File: src/design/ssc_pkg.sv
`timescale 1ns / 1ps
// Shared types, constants and helper functions for the stepping slider controller.
// Used by ssc_core and the stepping_slider_controller top level; depends on nothing.
package ssc_pkg;

    // Configuration register indexes and port widths.
    localparam int CFG_INDEX_W = 1;
    localparam int CFG_DATA_W  = 12;

    typedef enum logic [CFG_INDEX_W-1:0] {
        REG_STOP_ANGLE = 1'b0,
        REG_MOVE_MS    = 1'b1
    } ssc_reg_t;

    // Stream widths.
    localparam int IN_TDATA_W  = 8;
    localparam int OUT_TDATA_W = 16;
    localparam int OUT_TUSER_W = 2;

    // Register reset values.
    localparam logic [7:0]  STOP_ANGLE_RESET = 8'd93;
    localparam logic [11:0] MOVE_MS_RESET    = 12'd400;

    // Settings in quarter-detent counts.
    localparam logic [8:0] INTERVAL_LO    = 9'd4;
    localparam logic [8:0] INTERVAL_HI    = 9'd396;
    localparam logic [8:0] INTERVAL_RESET = 9'd4;
    localparam logic [5:0] DISTANCE_LO    = 6'd4;
    localparam logic [5:0] DISTANCE_HI    = 6'd40;
    localparam logic [5:0] DISTANCE_RESET = 6'd4;
    localparam logic [2:0] DIRECTION_LO   = 3'd0;
    localparam logic [2:0] DIRECTION_HI   = 3'd4;

    // Timing, angle and span constants.
    localparam logic [7:0]  LOCKOUT_MS   = 8'd250;
    localparam logic [16:0] MS_PER_S     = 17'd1000;
    localparam logic [16:0] PHASE_MS_MAX = 17'h1FFFF;
    localparam logic [7:0]  ANGLE_MAX    = 8'd180;
    localparam logic [4:0]  SPAN_BASE    = 5'd5;

    // Setting selection codes.
    localparam logic [1:0] SEL_INTERVAL  = 2'd0;
    localparam logic [1:0] SEL_DISTANCE  = 2'd1;
    localparam logic [1:0] SEL_DIRECTION = 2'd2;
    localparam logic [1:0] SEL_STRAY     = 2'd3;

    // Quadrature transitions, coded as {previous pins, current pins}.
    localparam logic [3:0] QUAD_UP_0   = 4'b1101;
    localparam logic [3:0] QUAD_UP_1   = 4'b0100;
    localparam logic [3:0] QUAD_UP_2   = 4'b0010;
    localparam logic [3:0] QUAD_UP_3   = 4'b1011;
    localparam logic [3:0] QUAD_DOWN_0 = 4'b1110;
    localparam logic [3:0] QUAD_DOWN_1 = 4'b0111;
    localparam logic [3:0] QUAD_DOWN_2 = 4'b0001;
    localparam logic [3:0] QUAD_DOWN_3 = 4'b1000;

    // Run sequencer phases.
    typedef enum logic [1:0] {
        PHASE_IDLE  = 2'd0,
        PHASE_DRIVE = 2'd1,
        PHASE_WAIT  = 2'd2
    } ssc_phase_t;

    // One input sample.
    typedef struct packed {
        logic enc_a;
        logic enc_b;
        logic button_down;
        logic run_switch;
        logic ms_tick;
    } ssc_item_t;

    // One result.
    typedef struct packed {
        logic [7:0] servo_angle;
        logic [1:0] selected;
        logic [6:0] shown_value;
        logic       running;
    } ssc_result_t;

    // Encoder step direction.
    typedef struct packed {
        logic up;
        logic down;
    } ssc_step_t;

    // Decode one quadrature transition into an up or down step.
    function automatic ssc_step_t quad_decode(input logic [3:0] pair);
        ssc_step_t s;
        s = '0;
        unique case (pair)
            QUAD_UP_0, QUAD_UP_1, QUAD_UP_2, QUAD_UP_3:         s.up = 1'b1;
            QUAD_DOWN_0, QUAD_DOWN_1, QUAD_DOWN_2, QUAD_DOWN_3: s.down = 1'b1;
            default:                                           s = '0;
        endcase
        return s;
    endfunction

    // Clamp a signed angle into the servo range.
    function automatic logic [7:0] clamp_angle(input logic signed [9:0] a);
        logic [7:0] r;
        if (a < 0)
        begin
            r = 8'd0;
        end
        else if (a > $signed({2'b00, ANGLE_MAX}))
        begin
            r = ANGLE_MAX;
        end
        else
        begin
            r = a[7:0];
        end
        return r;
    endfunction

endpackage

File: src/design/ssc_core.sv
`timescale 1ns / 1ps
// Per-sample state update of the stepping slider controller: encoder, button,
// run sequencer and configuration registers. Depends on ssc_pkg.
module ssc_core (
    input  logic                               clk,
    input  logic                               rst_n,
    input  logic                               item_accept,
    input  ssc_pkg::ssc_item_t                 item,
    input  logic                               cfg_we,
    input  logic [ssc_pkg::CFG_INDEX_W-1:0]    cfg_index,
    input  logic [ssc_pkg::CFG_DATA_W-1:0]     cfg_data,
    output ssc_pkg::ssc_result_t               result
);
    import ssc_pkg::*;

    logic [7:0]  stop_angle_reg;
    logic [11:0] move_ms_reg;
    logic [1:0]  last_pins_reg, last_pins_next;
    logic [8:0]  interval_reg, interval_next;
    logic [5:0]  distance_reg, distance_next;
    logic [2:0]  direction_reg, direction_next;
    logic [1:0]  selection_reg, selection_next;
    logic [7:0]  lockout_reg, lockout_next;
    ssc_phase_t  phase_reg, phase_next;
    logic [16:0] phase_ms_reg, phase_ms_next;
    logic [7:0]  servo_reg, servo_next;

    logic [1:0]        pins;
    ssc_step_t         step;
    logic [7:0]        lockout_dec;
    logic [16:0]       phase_ms_inc;
    logic [16:0]       wait_ms;
    logic              move_done;
    logic              wait_done;
    logic              lockout_clear;
    logic              start_step;
    logic              end_drive;
    logic              sel_advance;
    logic [4:0]        span;
    logic signed [9:0] drive_raw;
    logic [6:0]        shown;

    // Configuration writes.
    always_ff @(posedge clk or negedge rst_n)
    begin
        if (!rst_n)
        begin
            stop_angle_reg <= STOP_ANGLE_RESET;
            move_ms_reg    <= MOVE_MS_RESET;
        end
        else if (cfg_we)
        begin
            unique case (ssc_reg_t'(cfg_index))
                REG_STOP_ANGLE: stop_angle_reg <= cfg_data[7:0];
                REG_MOVE_MS:    move_ms_reg    <= cfg_data;
                default:        stop_angle_reg <= stop_angle_reg;
            endcase
        end
    end

    // Encoder: a valid transition nudges the selected setting, saturating.
    always_comb
    begin
        pins           = {item.enc_a, item.enc_b};
        step           = quad_decode({last_pins_reg, pins});
        last_pins_next = pins;
        interval_next  = interval_reg;
        distance_next  = distance_reg;
        direction_next = direction_reg;
        unique case (selection_reg)
            SEL_INTERVAL:
            begin
                if (step.up)
                    interval_next = (interval_reg < INTERVAL_HI) ? interval_reg + 9'd1
                                                                 : INTERVAL_HI;
                else if (step.down)
                    interval_next = (interval_reg > INTERVAL_LO) ? interval_reg - 9'd1
                                                                 : INTERVAL_LO;
            end
            SEL_DISTANCE:
            begin
                if (step.up)
                    distance_next = (distance_reg < DISTANCE_HI) ? distance_reg + 6'd1
                                                                 : DISTANCE_HI;
                else if (step.down)
                    distance_next = (distance_reg > DISTANCE_LO) ? distance_reg - 6'd1
                                                                 : DISTANCE_LO;
            end
            SEL_DIRECTION:
            begin
                if (step.up)
                    direction_next = (direction_reg < DIRECTION_HI) ? direction_reg + 3'd1
                                                                    : DIRECTION_HI;
                else if (step.down)
                    direction_next = (direction_reg > DIRECTION_LO) ? direction_reg - 3'd1
                                                                    : DIRECTION_LO;
            end
            default:
            begin
                interval_next = interval_reg;
            end
        endcase
    end

    // Millisecond counters, advanced before the sequencer looks at them.
    always_comb
    begin
        lockout_dec   = (lockout_reg != 8'd0 && item.ms_tick) ? lockout_reg - 8'd1
                                                              : lockout_reg;
        phase_ms_inc  = phase_ms_reg;
        if ((phase_reg == PHASE_DRIVE || phase_reg == PHASE_WAIT) && item.ms_tick
            && phase_ms_reg != PHASE_MS_MAX)
        begin
            phase_ms_inc = phase_ms_reg + 17'd1;
        end
        wait_ms       = 17'(interval_next[8:2]) * MS_PER_S;
        move_done     = phase_ms_inc >= {5'd0, move_ms_reg};
        wait_done     = phase_ms_inc >= wait_ms;
        lockout_clear = lockout_dec == 8'd0;
    end

    // Sequencer next phase.
    always_comb
    begin
        phase_next = phase_reg;
        unique case (phase_reg)
            PHASE_IDLE:
            begin
                if (lockout_clear && item.run_switch)
                    phase_next = PHASE_DRIVE;
            end
            PHASE_DRIVE:
            begin
                if (move_done)
                    phase_next = PHASE_WAIT;
            end
            PHASE_WAIT:
            begin
                if (wait_done)
                    phase_next = item.run_switch ? PHASE_DRIVE : PHASE_IDLE;
            end
            default:
            begin
                phase_next = PHASE_IDLE;
            end
        endcase
    end

    // Sequencer actions: step start, drive end and selection advance.
    always_comb
    begin
        start_step  = ((phase_reg == PHASE_IDLE) && lockout_clear && item.run_switch)
                   || ((phase_reg == PHASE_WAIT) && wait_done && item.run_switch);
        end_drive   = (phase_reg == PHASE_DRIVE) && move_done;
        sel_advance = (phase_reg == PHASE_IDLE) && lockout_clear && !item.run_switch
                   && item.button_down;

        span = SPAN_BASE + {1'b0, distance_next[5:2]};
        if (direction_next[2])
            drive_raw = $signed({2'b00, stop_angle_reg}) - $signed({5'd0, span});
        else
            drive_raw = $signed({2'b00, stop_angle_reg}) - 10'sd1
                      + $signed({5'd0, span});

        if (start_step)
            servo_next = clamp_angle(drive_raw);
        else if (end_drive)
            servo_next = clamp_angle($signed({2'b00, stop_angle_reg}));
        else
            servo_next = servo_reg;

        phase_ms_next = start_step ? 17'd0 : phase_ms_inc;
        lockout_next  = sel_advance ? LOCKOUT_MS : lockout_dec;

        selection_next = selection_reg;
        if (sel_advance)
        begin
            unique case (selection_reg)
                SEL_INTERVAL:  selection_next = SEL_DISTANCE;
                SEL_DISTANCE:  selection_next = SEL_DIRECTION;
                SEL_DIRECTION: selection_next = SEL_INTERVAL;
                SEL_STRAY:     selection_next = SEL_DISTANCE;
                default:       selection_next = SEL_INTERVAL;
            endcase
        end
    end

    // State registers, updated once per accepted sample.
    always_ff @(posedge clk or negedge rst_n)
    begin
        if (!rst_n)
        begin
            last_pins_reg <= 2'd0;
            interval_reg  <= INTERVAL_RESET;
            distance_reg  <= DISTANCE_RESET;
            direction_reg <= 3'd0;
            selection_reg <= SEL_INTERVAL;
            lockout_reg   <= 8'd0;
            phase_reg     <= PHASE_IDLE;
            phase_ms_reg  <= 17'd0;
            servo_reg     <= STOP_ANGLE_RESET;
        end
        else if (item_accept)
        begin
            last_pins_reg <= last_pins_next;
            interval_reg  <= interval_next;
            distance_reg  <= distance_next;
            direction_reg <= direction_next;
            selection_reg <= selection_next;
            lockout_reg   <= lockout_next;
            phase_reg     <= phase_next;
            phase_ms_reg  <= phase_ms_next;
            servo_reg     <= servo_next;
        end
    end

    // Result from the updated state.
    always_comb
    begin
        unique case (selection_next)
            SEL_INTERVAL:  shown = interval_next[8:2];
            SEL_DISTANCE:  shown = {3'd0, distance_next[5:2]};
            SEL_DIRECTION: shown = {6'd0, direction_next[2]};
            default:       shown = 7'd0;
        endcase
        result.servo_angle = servo_next;
        result.selected    = selection_next;
        result.shown_value = shown;
        result.running     = phase_next != PHASE_IDLE;
    end

endmodule

File: src/design/stepping_slider_controller.sv
`timescale 1ns / 1ps
// Top level of the stepping slider controller: stream ports, configuration port
// and the output register with skid stage. Depends on ssc_pkg and ssc_core.
//
// The block takes one pin sample per clock while s_axis_tready is high and
// returns one result per sample, registered in the output register or, while the
// output is stalled, in the skid stage. The sustained rate is one transaction per
// cycle while the output is not stalled. A skid stage behind the output register
// keeps the input side ready while one result waits on a stalled output.
// Configuration is written through its own channel, which is always ready, and
// should be changed only while no sample is in flight.
module stepping_slider_controller (
    input  logic                                clk,
    input  logic                                rst_n,
    input  logic                                s_axis_tvalid,
    output logic                                s_axis_tready,
    // enc_a, enc_b, button_down, run_switch, ms_tick, zero fill
    input  logic [ssc_pkg::IN_TDATA_W-1:0]      s_axis_tdata,
    output logic                                m_axis_tvalid,
    input  logic                                m_axis_tready,
    // servo_angle[7:0], shown_value[14:8], running[15]
    output logic [ssc_pkg::OUT_TDATA_W-1:0]     m_axis_tdata,
    // selected[1:0]
    output logic [ssc_pkg::OUT_TUSER_W-1:0]     m_axis_tuser,
    input  logic                                cfg_valid,
    output logic                                cfg_ready,
    input  logic [ssc_pkg::CFG_INDEX_W-1:0]     cfg_index,
    input  logic [ssc_pkg::CFG_DATA_W-1:0]      cfg_data
);
    import ssc_pkg::*;

    ssc_item_t   item;
    ssc_result_t result;
    logic        in_accept;

    logic        out_valid_reg;
    ssc_result_t out_data_reg;
    logic        skid_valid_reg;
    ssc_result_t skid_data_reg;

    // Unpack the sample.
    always_comb
    begin
        item.enc_a       = s_axis_tdata[0];
        item.enc_b       = s_axis_tdata[1];
        item.button_down = s_axis_tdata[2];
        item.run_switch  = s_axis_tdata[3];
        item.ms_tick     = s_axis_tdata[4];
    end

    assign s_axis_tready = !skid_valid_reg;
    assign in_accept     = s_axis_tvalid && s_axis_tready;
    assign cfg_ready     = 1'b1;

    ssc_core u_core (
        .clk         (clk),
        .rst_n       (rst_n),
        .item_accept (in_accept),
        .item        (item),
        .cfg_we      (cfg_valid && cfg_ready),
        .cfg_index   (cfg_index),
        .cfg_data    (cfg_data),
        .result      (result)
    );

    // Output register with skid stage.
    always_ff @(posedge clk or negedge rst_n)
    begin
        if (!rst_n)
        begin
            out_valid_reg  <= 1'b0;
            skid_valid_reg <= 1'b0;
        end
        else if (m_axis_tready || !out_valid_reg)
        begin
            out_valid_reg  <= skid_valid_reg || in_accept;
            skid_valid_reg <= 1'b0;
        end
        else if (in_accept)
        begin
            skid_valid_reg <= 1'b1;
        end
    end

    always_ff @(posedge clk)
    begin
        if (m_axis_tready || !out_valid_reg)
        begin
            out_data_reg <= skid_valid_reg ? skid_data_reg : result;
        end
        else if (in_accept)
        begin
            skid_data_reg <= result;
        end
    end

    // Pack the result transaction.
    assign m_axis_tvalid = out_valid_reg;
    assign m_axis_tdata  = {out_data_reg.running, out_data_reg.shown_value,
                            out_data_reg.servo_angle};
    assign m_axis_tuser  = out_data_reg.selected;

endmodule

File: config.mk
export PLATFORM = sky130hd
export DESIGN_NAME = stepping_slider_controller
export DESIGN_NICKNAME = d
export VERILOG_FILES = /design/src/design/ssc_pkg.sv /design/src/design/ssc_core.sv /design/src/design/stepping_slider_controller.sv
export SDC_FILE = /design/constraint.sdc
export NUM_CORES = 1
export LEC_CHECK = 0
export BUFFER_PORTS_ARGS = -buffer_cell sky130_fd_sc_hd__buf_4
export CORE_MARGIN = 10
export CORE_UTILIZATION = 40
export CTS_CLUSTER_SIZE = 10
export DETAILED_ROUTE_END_ITERATION = 10
export PLACE_DENSITY_LB_ADDON = 0.2
export SLEW_MARGIN = 10
export SYNTH_ARGS = -nofsm -noshare
export SYNTH_HDL_FRONTEND = slang
export SYNTH_HIERARCHICAL = 1
export SYNTH_SLANG_ARGS = --single-unit
File: constraint.sdc
create_clock -name clk -period 17.9 [get_ports clk]
set_input_delay 3.58 -clock clk [delete_from_list [all_inputs] [get_ports clk]]
set_output_delay 3.58 -clock clk [all_outputs]
set_load 0.02 [all_outputs]
==> results by group <==
Setup path
  • Buffers and inverters on the worst path: 4
  • Critical path required time: 18060 ps
  • Critical path class: input port to flip-flop
  • Cell with the largest stage delay on the worst path: o21ai_1
  • Number of gates on the worst path with buffers counted: 33
  • Category of the worst setup path capture point: flip-flop
  • Worst-case reg-to-reg path depth: 32
  • Arrival @ worst endpoint: 12120 ps
  • Startpoint types: input port
  • Critical path peak fanout: 17
  • Library cell appearing most often on the critical path: ha_1
  • Kind of cell adding the most delay to the critical path: compound AO/OA/AOI/OAI gates
  • Worst stage delay on the critical path: 830 ps

STA
  • Final period utilization: 66.8%
  • Final number of setup-violating endpoints: 0
  • Layout Skew: 11.0 ps
  • Summed negative setup slack over all endpoints: 0 ps
  • Crit path time final: 11960 ps
  • Setup repair after global routing missed its margin: false
  • Final Max Slew Viols: 0
  • Final count of hold timing violations: 0
  • Worst-case headroom to the max-slew limit: 26.1%
  • Least setup slack across all paths after layout: 5940 ps
  • Slew @ Worst Pin: 1110 ps
  • Maximum achievable frequency: 0.0836 GHz

Global routing
  • Maximum number of pins on one net before global-route repair: 62
  • Aggregate global routing overflow: 0
  • Number of global-route vias before repair: 7331
  • Overall Global Routing Usage: 15.2%
  • Initial antenna violation count: 0
  • First-pass GRT wire length: 38400 um

Logic synthesis
  • Sequential element share of the synthesized area: 31.9%
  • Yosys synthesis warning count: 6
  • Most repeated cell in the gate-level netlist after synthesis: ha_1
  • Cells after Synth: 1024
  • Mux share of post-synthesis cell area: 7.38%
  • Async set-reset flop share out of synthesis: 68.7%
  • Distinct cell type count after synthesis: 89
  • Total nets after synthesis: 1163
  • Area of the mapped netlist: 9640 um2
  • Yosys top cell area share: 16.6%
  • Arithmetic-cell share of the synthesized area counting full adders, half adders and majority gates: 16.2%
  • Share of the synthesized area in compound gates (AO/OA/AOI/OAI): 18.9%
  • Flip-flop and latch count after synthesis: 115
  • Combinational family with the most area after synthesis: compound AO/OA/AOI/OAI gates
  • Share of the synthesized netlist area taken by xor and xnor gates: 4.09%
  • Top post-synthesis cells by area: dfrtp_1, ha_1, edfxtp_1, fa_1, dfstp_2
  • Number of enable flip-flop cells after synthesis: 36
  • Top cells by count, synth: ha_1, nand2_1, inv_1, dfrtp_1
  • Main flop type after synthesis: dfrtp_1
  • Post-Syn Area per Cell: 9.42 um2
  • Cell taking the most area after synthesis: dfrtp_1
  • Simple-gate share of the synthesized area: 16.2%

Clocking
  • Number of setup buffers added after CTS: 0
  • # hold bufs at CTS: 0
  • H-tree levels: 4
  • Number of gates given a new drive strength after cts: 0
  • TritonCTS clock tree: built
  • Number of clock buffers inserted by TritonCTS: 17
  • Maximum count of clock buffers along a single path: 2
  • Clock-pin slew on the worst setup and hold paths: 60 ps
  • Clock latency of the later-clocked register in the worst-skew pair: 420 ps
  • Root buffer selected by CTS: clkbuf_16
  • # clock sinks: 115

Finish
  • Flip-flop and latch area: 3080 um2
  • Multi-input gate area in the final layout: 6060 um2
  • P&R area growth vs syn: 12.4%
  • Max reg flops: 18
  • Layout cell share with drive strength beyond 1: 15.9%
  • Count of fill cells added during filler insertion: 2284
  • Final std cells w/o fill: 1387
  • Net count, final: 1194
  • ANT cells: 0
  • Fin area: 10800 um2

Worst hold path
  • HP Class: flip-flop to flip-flop
  • Worst Hold Path Cells: 2

Floorplanning
  • Std cell rows: 56
  • Total die area: 30700 um2
  • Number of primary I/O pins: 47
  • Initial standard-cell utilization of the core: 40.8%
  • Width of the die: 175 um
  • Area inside the core boundary: 23600 um2
  • Die span in y: 175 um

Placement
  • Count of buffers from port buffering: 42
  • Placed Cells: 1355
  • Final HPWL DP: 17300 um
  • Place WS: 5630 ps
  • Placed standard-cell area: 10200 um2
  • RePlAce Congestion: 0.854

Routing
  • Count of routing violations after the opening detailed-route iteration: 527
  • Routed len/inst: 16.8 um
  • First drt pass iteration count: 5
  • Remaining DRCs: 0
  • Via Count: 7676
  • Total wirelength of the detailed-routed design: 23300 um
  • Via density: 5.53
  • Residual antenna-violating net count after detailed routing: 0

Flow run
  • # Max-Cap Violations: 0

Outcome
  • Status: finished, final reports clean
metal layers:
layer  wire length (um)  global-route usage, %
met1              11400                   20.6
met5                  0                      0
met2              10700                   24.3
met3                896                   2.77
met4                331                   3.96
path summary, 6_finish.rpt:
path                                           end  slack (ps)               startpoint
setup / recovery                   m_axis_tdata[4]        5940          s_axis_tdata[0]
hold / removal                 u_core/servo_reg[7]         490      u_core/servo_reg[7]
setup reg to reg                   m_axis_tdata[4]        8790  u_core/last_pins_reg[0]
hold reg to reg                u_core/servo_reg[7]         490      u_core/servo_reg[7]
max in group asynchronous  u_core/direction_reg[1]       13720                    rst_n
min in group asynchronous    u_core/move_ms_reg[0]        3030                    rst_n
placed cells by master (no fill, tap or decap), types with 30 or more instances in the layout:
cell type,instances
edfxtp_1,36
nor2_1,63
nand2_1,88
a21oi_1,42
nand3_1,30
dfrtp_1,64
mux2_2,30
ha_1,93
inv_1,87
buf_4,50
xnor2_1,30
o21ai_0,63
cell families (layout without fill, tap and decap cells):
kind of cell               Yosys count  after routing
and+or+nand+nor                    306            306
DFF                                115            115
buffers and inverters              126            170
AOI/OAI and AO/OA                  261            261
xor gates and xnor gates            45             45
other                                1              1
muxes                               57             57
adders and majority gates          113            113
metrics by stage:
| stage | util, % | hold slack, ps |
|---|---|---|
| finish | 45.9 | 495 |
| global route | 45.9 | 517 |
| CTS | 45.9 | 498 |
| detailed placement | 43.4 | 485 |
| global placement | 43.4 | 473 |
| floorplan | - | 453 |
area by class of cell:
type,instances,area share [%]
clock inverter,13,1.48
multi-input combinational,783,55.9
sequential,115,28.4
clock buffer,19,3.99
timing repair buffer,50,3.46
tap,319,3.68
inverter,88,3.05
worst reg2reg max path, delay by kind of cell (launching register included):
family | cells | cell delay, ps
compound gates | 13 | 3200
xor+xnor | 2 | 520
fa+ha+maj | 6 | 2270
buf+inv | 3 | 420
flops | 1 | 410
mux | 1 | 300
simple gates | 7 | 1740
Power is not shown: default switching activity piles up to over one toggle a cycle in this logic, so the estimate is an artifact.
